**src/sha_pkg.sv**
```systemverilog
// Package: shared types, constants and round functions for the SHA-256 stream hasher.
package sha_pkg;

  localparam int unsigned QueueDepthDef = 4;

  typedef struct packed {
    logic [7:0] data_byte;
    logic       has_byte;
    logic       end_of_message;
  } sha_in_t;

  typedef struct packed {
    logic [31:0] digest_word;
    logic [2:0]  word_index;
    logic        last_word;
  } sha_out_t;

  typedef enum logic [2:0] {
    ST_IDLE,
    ST_ROUND,
    ST_ADD,
    ST_PAD,
    ST_EMIT
  } sha_state_t;

  localparam logic [31:0] IV [8] = '{
    32'h6a09e667, 32'hbb67ae85, 32'h3c6ef372, 32'ha54ff53a,
    32'h510e527f, 32'h9b05688c, 32'h1f83d9ab, 32'h5be0cd19};

  localparam logic [31:0] K [64] = '{
    32'h428a2f98, 32'h71374491, 32'hb5c0fbcf, 32'he9b5dba5,
    32'h3956c25b, 32'h59f111f1, 32'h923f82a4, 32'hab1c5ed5,
    32'hd807aa98, 32'h12835b01, 32'h243185be, 32'h550c7dc3,
    32'h72be5d74, 32'h80deb1fe, 32'h9bdc06a7, 32'hc19bf174,
    32'he49b69c1, 32'hefbe4786, 32'h0fc19dc6, 32'h240ca1cc,
    32'h2de92c6f, 32'h4a7484aa, 32'h5cb0a9dc, 32'h76f988da,
    32'h983e5152, 32'ha831c66d, 32'hb00327c8, 32'hbf597fc7,
    32'hc6e00bf3, 32'hd5a79147, 32'h06ca6351, 32'h14292967,
    32'h27b70a85, 32'h2e1b2138, 32'h4d2c6dfc, 32'h53380d13,
    32'h650a7354, 32'h766a0abb, 32'h81c2c92e, 32'h92722c85,
    32'ha2bfe8a1, 32'ha81a664b, 32'hc24b8b70, 32'hc76c51a3,
    32'hd192e819, 32'hd6990624, 32'hf40e3585, 32'h106aa070,
    32'h19a4c116, 32'h1e376c08, 32'h2748774c, 32'h34b0bcb5,
    32'h391c0cb3, 32'h4ed8aa4a, 32'h5b9cca4f, 32'h682e6ff3,
    32'h748f82ee, 32'h78a5636f, 32'h84c87814, 32'h8cc70208,
    32'h90befffa, 32'ha4506ceb, 32'hbef9a3f7, 32'hc67178f2};

  localparam logic [7:0] PadByte  = 8'h80;
  localparam logic [5:0] LenSlot  = 6'd56;

  function automatic logic [31:0] ror(input logic [31:0] x, input int unsigned n);
    ror = (x >> n) | (x << (32 - n));
  endfunction

endpackage

```
**src/sha_queue.sv**
```systemverilog
// Small FIFO between the input front end and the hashing engine.
module sha_queue import sha_pkg::*; #(
  parameter int unsigned Depth = QueueDepthDef
) (
  input  logic    clk,
  input  logic    rst_n,
  input  logic    wr_en,
  input  sha_in_t wr_data,
  output logic    full,
  input  logic    rd_en,
  output sha_in_t rd_data,
  output logic    empty
);
  localparam int unsigned AW = (Depth > 1) ? $clog2(Depth) : 1;

  sha_in_t mem [Depth];
  logic [AW-1:0] wp_r, rp_r;
  logic [AW:0]   cnt_r;

  assign full    = (cnt_r == (AW+1)'(Depth));
  assign empty   = (cnt_r == '0);
  assign rd_data = mem[rp_r];

  always_ff @(posedge clk) begin
    if (wr_en && !full) mem[wp_r] <= wr_data;
  end

  always_ff @(posedge clk) begin
    if (!rst_n) begin
      wp_r  <= '0;
      rp_r  <= '0;
      cnt_r <= '0;
    end else begin
      if (wr_en && !full) wp_r <= (wp_r == AW'(Depth-1)) ? '0 : wp_r + 1'b1;
      if (rd_en && !empty) rp_r <= (rp_r == AW'(Depth-1)) ? '0 : rp_r + 1'b1;
      cnt_r <= cnt_r + (AW+1)'(wr_en && !full) - (AW+1)'(rd_en && !empty);
    end
  end
endmodule

```
**src/sha_engine.sv**
```systemverilog
// Hashing engine: byte packing, padding, 64-round compression and digest emission.
module sha_engine import sha_pkg::*; (
  input  logic     clk,
  input  logic     rst_n,
  input  logic     q_empty,
  input  sha_in_t  q_data,
  output logic     q_pop,
  output logic     out_empty,
  output sha_out_t out_data,
  input  logic     out_pop
);
  sha_state_t  state_r, state_nxt;
  logic [31:0] h_r [8];
  logic [31:0] v_r [8];
  logic [31:0] w_r [16];
  logic [60:0] cnt_r;
  logic [5:0]  rnd_r;
  logic [2:0]  idx_r;
  logic        fin_r;
  logic        second_r;
  logic        padded_r;

  logic [5:0]  pos;
  logic [31:0] s0, s1, t1, t2, wnew, sg0, sg1;
  logic [63:0] bits;

  assign pos   = cnt_r[5:0];
  assign bits  = {cnt_r, 3'b000};
  assign s1    = ror(v_r[4], 6) ^ ror(v_r[4], 11) ^ ror(v_r[4], 25);
  assign s0    = ror(v_r[0], 2) ^ ror(v_r[0], 13) ^ ror(v_r[0], 22);
  assign t1    = v_r[7] + s1 + ((v_r[4] & v_r[5]) ^ (~v_r[4] & v_r[6])) + K[rnd_r] + w_r[0];
  assign t2    = s0 + ((v_r[0] & v_r[1]) ^ (v_r[0] & v_r[2]) ^ (v_r[1] & v_r[2]));
  assign sg0   = ror(w_r[1], 7) ^ ror(w_r[1], 18) ^ (w_r[1] >> 3);
  assign sg1   = ror(w_r[14], 17) ^ ror(w_r[14], 19) ^ (w_r[14] >> 10);
  assign wnew  = w_r[0] + sg0 + w_r[9] + sg1;

  assign out_empty = (state_r != ST_EMIT);
  assign out_data  = '{digest_word: h_r[idx_r], word_index: idx_r,
                       last_word: (idx_r == 3'd7)};

  always_comb begin
    state_nxt = state_r;
    q_pop     = 1'b0;
    case (state_r)
      ST_IDLE: begin
        if (!q_empty) begin
          q_pop = 1'b1;
          if (q_data.has_byte && pos == 6'd63) state_nxt = ST_ROUND;
          else if (q_data.end_of_message) state_nxt = ST_PAD;
        end
      end
      ST_ROUND: if (rnd_r == 6'd63) state_nxt = ST_ADD;
      ST_ADD: begin
        if (fin_r && second_r) state_nxt = ST_EMIT;
        else if (fin_r) state_nxt = ST_PAD;
        else state_nxt = ST_IDLE;
      end
      ST_PAD: state_nxt = ST_ROUND;
      ST_EMIT: if (out_pop && idx_r == 3'd7) state_nxt = ST_IDLE;
      default: state_nxt = ST_IDLE;
    endcase
  end

  always_ff @(posedge clk) begin
    if (!rst_n) state_r <= ST_IDLE;
    else state_r <= state_nxt;
  end

  always_ff @(posedge clk) begin
    if (!rst_n) begin
      for (int i = 0; i < 8; i++) begin
        h_r[i] <= IV[i];
        v_r[i] <= '0;
      end
      cnt_r    <= '0;
      rnd_r    <= '0;
      idx_r    <= '0;
      fin_r    <= 1'b0;
      second_r <= 1'b0;
      padded_r <= 1'b0;
    end else begin
      case (state_r)
        ST_IDLE: begin
          if (!q_empty) begin
            fin_r    <= q_data.end_of_message;
            second_r <= 1'b0;
            rnd_r    <= '0;
            for (int i = 0; i < 8; i++) v_r[i] <= h_r[i];
            if (q_data.has_byte) begin
              cnt_r <= cnt_r + 61'd1;
              if (pos[1:0] == 2'd0) w_r[pos[5:2]] <= {q_data.data_byte, 24'd0};
              else w_r[pos[5:2]] <= w_r[pos[5:2]] |
                   (32'(q_data.data_byte) << (5'(3 - pos[1:0]) * 5'd8));
            end
          end
        end
        ST_ROUND: begin
          v_r[7] <= v_r[6];
          v_r[6] <= v_r[5];
          v_r[5] <= v_r[4];
          v_r[4] <= v_r[3] + t1;
          v_r[3] <= v_r[2];
          v_r[2] <= v_r[1];
          v_r[1] <= v_r[0];
          v_r[0] <= t1 + t2;
          for (int i = 0; i < 15; i++) w_r[i] <= w_r[i+1];
          w_r[15] <= wnew;
          rnd_r <= rnd_r + 6'd1;
        end
        ST_ADD: begin
          for (int i = 0; i < 8; i++) begin
            h_r[i] <= h_r[i] + v_r[i];
            v_r[i] <= h_r[i] + v_r[i];
          end
          idx_r <= '0;
        end
        ST_PAD: begin
          rnd_r <= '0;
          if (!padded_r) begin
            padded_r <= 1'b1;
            for (int i = 0; i < 16; i++) begin
              if (i == int'(pos[5:2])) begin
                if (pos[1:0] == 2'd0) w_r[i] <= {PadByte, 24'd0};
                else w_r[i] <= w_r[i] | (32'(PadByte) << (5'(3 - pos[1:0]) * 5'd8));
              end else if (i > int'(pos[5:2])) w_r[i] <= '0;
            end
            if (pos < LenSlot) begin
              second_r <= 1'b1;
              w_r[14]  <= bits[63:32];
              w_r[15]  <= bits[31:0];
            end
          end else begin
            second_r <= 1'b1;
            for (int i = 0; i < 14; i++) w_r[i] <= '0;
            w_r[14] <= bits[63:32];
            w_r[15] <= bits[31:0];
          end
        end
        ST_EMIT: begin
          if (out_pop) begin
            idx_r <= idx_r + 3'd1;
            if (idx_r == 3'd7) begin
              for (int i = 0; i < 8; i++) h_r[i] <= IV[i];
              cnt_r    <= '0;
              fin_r    <= 1'b0;
              second_r <= 1'b0;
              padded_r <= 1'b0;
            end
          end
        end
        default: ;
      endcase
    end
  end
endmodule

```
**src/sha256_stream_hasher_top.sv**
```systemverilog
// Top level of the SHA-256 stream hasher: input queue and hashing engine.
// Each byte is popped from the queue into the message schedule; a byte completing a 64-byte
// block starts a compression (load, 64 rounds on one shared round unit, then chaining add).
// End of message adds one or two padding blocks, then 8 digest transfers.
// The input queue (QueueDepth entries, 4 by default) lets pushes continue while the engine compresses.
// Reset (rst_n low, synchronous) loads the initial hash values and clears the count.
module sha256_stream_hasher_top import sha_pkg::*; #(
  parameter int unsigned QueueDepth = QueueDepthDef
) (
  input  logic     clk,
  input  logic     rst_n,
  input  logic     in_push,
  input  sha_in_t  in_data,
  output logic     in_full,
  input  logic     out_pop,
  output logic     out_empty,
  output sha_out_t out_data
);
  logic    q_empty, q_pop;
  sha_in_t q_data;

  sha_queue #(.Depth(QueueDepth)) u_queue (
    .clk, .rst_n, .wr_en(in_push), .wr_data(in_data), .full(in_full),
    .rd_en(q_pop), .rd_data(q_data), .empty(q_empty));

  sha_engine u_engine (
    .clk, .rst_n, .q_empty, .q_data, .q_pop, .out_empty, .out_data, .out_pop);
endmodule
```
**config.mk**
```make
export PLATFORM = sky130hd
export DESIGN_NAME = sha256_stream_hasher_top
export DESIGN_NICKNAME = d
export VERILOG_FILES = /design/src/sha_pkg.sv /design/src/sha_queue.sv /design/src/sha_engine.sv /design/src/sha256_stream_hasher_top.sv
export SDC_FILE = /design/constraint.sdc
export NUM_CORES = 2
export LEC_CHECK = 0
export CAP_MARGIN = 10
export CORE_ASPECT_RATIO = 1.5
export CORE_MARGIN = 2
export CORE_UTILIZATION = 50
export DETAILED_ROUTE_END_ITERATION = 7
export DONT_BUFFER_PORTS = 1
export SLEW_MARGIN = 20
export SYNTH_ARGS = -nofsm -noshare
export SYNTH_HDL_FRONTEND = slang
export SYNTH_HIERARCHICAL = 1
export SYNTH_SLANG_ARGS = --single-unit
```
**constraint.sdc**
```tcl
create_clock -name clk -period 25 [get_ports clk]
set_input_delay 5 -clock clk [delete_from_list [all_inputs] [get_ports clk]]
set_output_delay 5 -clock clk [all_outputs]
set_load 0.03 [all_outputs]
```
==> impl_metrics.json <==
{
  "status": "finished clean",
  "path_max_fanout": 14,
  "seq_area_frac_synth": 0.389,
  "fin_nets": 8769,
  "fin_setup_tns_ns": 0,
  "cts_setup_buffers": 0,
  "clock_path_buffers": 3,
  "slew_headroom": 0.152,
  "synthCells": 8408,
  "met3_usage": 0.0629,
  "final.setup.worst_slack_ns": 15.13,
  "fin_cells": 10400,
  "grt.met2_usage": 0.701,
  "multi_input_comb_area_um2": 46800,
  "syn_area_per_cell_um2": 9.73,
  "dp_slack_ns": 15.23,
  "fp.dieW_um": 334,
  "grt_overflow": 0,
  "vias_per_cell": 6.62,
  "required_ns": 25.58,
  "grt_max_degree": 157,
  "skew_ns": 0.0634,
  "grt-busiest-layer": "met2",
  "ys_ff_latch": 1156,
  "use_met1": 0.408,
  "timing.rr.end": "u_engine/v_r[0][28]$_SDFFCE_PN0P_",
  "worst_hold_path.endpoint": "u_engine/w_r[8][26]$_SDFFE_PP0P_",
  "syn_area_um2": 81800,
  "hpwlAfterDp_mm": 259,
  "synth_flop_cell": "edfxtp_1",
  "reg2reg_setup_slack_ns": 15.13,
  "grt_pass1_vias": 68700,
  "reg2regPathDepth": 31,
  "track_usage": 0.409,
  "slowest_delay_ns": 0.73,
  "drt_wl_total_mm": 346,
  "drt_pre_antenna_iters": 8,
  "routedWlPerCell_um": 33.4,
  "slowest_stage": "ha_1",
  "cts_tree": "built",
  "fmax_ghz": 0.101,
  "cp.arrival_ns": 10.45,
  "grt_antenna_before_repair": 14,
  "hold_violations": 0,
  "layout_min_cycle_time_ns": 9.87,
  "fin_crit_sh": 0.395,
  "rows": 181,
  "drtIter0Drc": 7338,
  "cts_root_buf": "clkbuf_16",
  "cts-resized-gates": 0,
  "die_area_um2": 167000,
  "areaGrowthSynthToFinish_pct": 7.92,
  "slew_violations": 0,
  "worst_pin_slew_ns": 1.26,
  "whs_ns": 0.481,
  "cts.clk_slew.worst_paths_ns": 0.06,
  "grt_pass1_wl_mm": 489,
  "fill_cells": 14600,
  "dr_total_vias": 68700,
  "dp.cells": 10100,
  "regToRegStartpoint": "u_engine/rnd_r[1]$_SDFFE_PN0P_",
  "drc": 0,
  "routabilityCongestion": 1.02,
  "clk_latency_ns": 0.84,
  "cts.sinks": 1156,
  "holdCritStartpoint": "u_engine/w_r[8][26]$_SDFFE_PP0P_",
  "ios": 52,
  "cts_buffers": 131,
  "max-cap-violations": 0,
  "setup_violations": 0,
  "crit_path_start_kind": "flip-flop",
  "synthesis.nets": 9022,
  "yosysUniqueCellTypes": 104,
  "hold_depth": 2,
  "die_h_um": 499,
  "core-area_um2": 162000,
  "hp-class": "flip-flop to flip-flop",
  "ys_async_sr_fraction": 0,
  "rsz0062_at_grt": "no",
  "postCtsHoldBufs": 0,
  "htree_levels": 4,
  "path_buf_inv": 5,
  "drive_gt1_frac": 0.0891,
  "synth-edff-count": 872,
  "initial_utilization": 0.504,
  "critPathTopFamily": "compound AO/OA/AOI/OAI gates",
  "drtAntennaViolNets": 0,
  "worst_setup_path_end_kind": "flip-flop",
  "yosysWarnings": 6,
  "seqCellArea_um2": 31900,
  "worstSetupPathType": "flip-flop to flip-flop",
  "io_buffer_count": 0
}
cells in the final DEF (no fill, tap or decap), types with 102 or more instances in the layout:
| cell | instances |
|---|---|
| buf_4 | 146 |
| a22oi_1 | 102 |
| nor3_1 | 119 |
| dfxtp_1 | 273 |
| edfxtp_1 | 872 |
| ha_1 | 404 |
| nand2_1 | 1256 |
| nor2_1 | 613 |
| o21ai_0 | 472 |
| fa_1 | 196 |
| mux4_2 | 243 |
| nand3_1 | 167 |
| clkbuf_16 | 133 |
| a21oi_1 | 593 |
| xor2_1 | 204 |
| xnor2_1 | 412 |
| a21o_1 | 192 |
| inv_1 | 348 |
per-stage QoR:
stage | utilization | instance area [um^2]
after global routing | 0.544 | 88300
after detailed placement | 0.516 | 83800
final | 0.544 | 88300
after CTS | 0.544 | 88300
after global placement | 0.516 | 83800
after floorplan | - | 81800
state kept, by name (all words and copies together), names as in the netlist, named ones only:
| register | flops |
|---|---|
| u_engine/idx_r | 3 |
| u_engine/v_r | 256 |
| u_queue/mem | 40 |
| u_engine/state_r | 3 |
| u_engine/rnd_r | 6 |
| u_queue/wp_r | 2 |
| u_queue/cnt_r | 3 |
| u_engine/second_r | 1 |
| u_engine/cnt_r | 61 |
| u_engine/h_r | 256 |
| u_engine/padded_r | 1 |
| u_engine/w_r | 512 |
| u_engine/fin_r | 1 |
| u_queue/rp_r | 2 |
cell families after synthesis:
kind of cell,Yosys count,synth area share
AOI/OAI and AO/OA,2204,0.173
DFF,1156,0.389
muxes,364,0.0825
and+or+nand+nor,2573,0.136
buffers and inverters,890,0.0423
adders and majority gates,603,0.110
xor gates and xnor gates,618,0.0665
worst min-delay path: stages, from the launching register on:
cell and delay (ns):
dfxtp_1 0.32, nand2_1 0.06, a21oi_1 0.05
cell usage after synthesis (51+ instances only):
library cell | number | area share
ha_1 | 404 | 0.062
o21ai_0 | 478 | 0.029
nor3_1 | 120 | 0.0073
inv_1 | 349 | 0.016
a211oi_1 | 79 | 0.0072
and3_1 | 76 | 0.0058
xnor2_1 | 412 | 0.044
o211ai_1 | 78 | 0.0072
buf_2 | 83 | 0.0051
or3_1 | 79 | 0.0060
edfxtp_1 | 872 | 0.32
nand2_1 | 1261 | 0.058
dfxtp_1 | 284 | 0.069
clkbuf_1 | 391 | 0.018
o21a_1 | 52 | 0.0048
nor2b_1 | 51 | 0.0039
nand3_1 | 167 | 0.010
fa_1 | 196 | 0.048
buf_1 | 57 | 0.0026
mux4_2 | 243 | 0.067
o21ai_1 | 63 | 0.0039
a21o_1 | 192 | 0.018
a22oi_1 | 102 | 0.0094
xor2_1 | 204 | 0.022
nor2_1 | 621 | 0.028
mux2_2 | 54 | 0.0074
a31oi_1 | 98 | 0.0075
mux2i_1 | 66 | 0.0081
a21oi_1 | 595 | 0.036
how the worst max path moves through the flow:
| stage | start | end | slack, ns | cells past startpoint |
|---|---|---|---|---|
| detailed placement | u_engine/rnd_r[1]$_SDFFE_PN0P_ | u_engine/v_r[0][28]$_SDFFCE_PN0P_ | 15.23 | 31 |
| finish | u_engine/rnd_r[1]$_SDFFE_PN0P_ | u_engine/v_r[0][28]$_SDFFCE_PN0P_ | 15.13 | 31 |
| floorplan | out_pop | u_engine/h_r[1][0]$_SDFFCE_PP1P_ | 12.50 | 2 |
| CTS | u_engine/rnd_r[1]$_SDFFE_PN0P_ | u_engine/v_r[0][28]$_SDFFCE_PN0P_ | 15.25 | 31 |
| global placement | u_engine/rnd_r[1]$_SDFFE_PN0P_ | u_engine/v_r[0][28]$_SDFFCE_PN0P_ | 15.16 | 33 |
| global route | u_engine/rnd_r[1]$_SDFFE_PN0P_ | u_engine/v_r[0][28]$_SDFFCE_PN0P_ | 14.79 | 33 |
per-layer routing:
layer  up-vias  share of wire
met5         -       0.000061
met4         4           0.13
met3      1209          0.062
met2      3241           0.49
met1     34100           0.32
li1      30100              -
area by class of cell:
cell class / count / area share
clock inverter: 64 / 0.0105
inverter: 353 / 0.0150
clock buffer: 176 / 0.0403
timing repair buffer: 151 / 0.0133
multi-input combinational: 6362 / 0.530
tap: 2104 / 0.0298
antenna: 5 / 0.000142
sequential: 1156 / 0.361
Power is left out: the tool's default activity adds up to more than one toggle a clock period on the data nets, which glitch-free logic cannot reach.
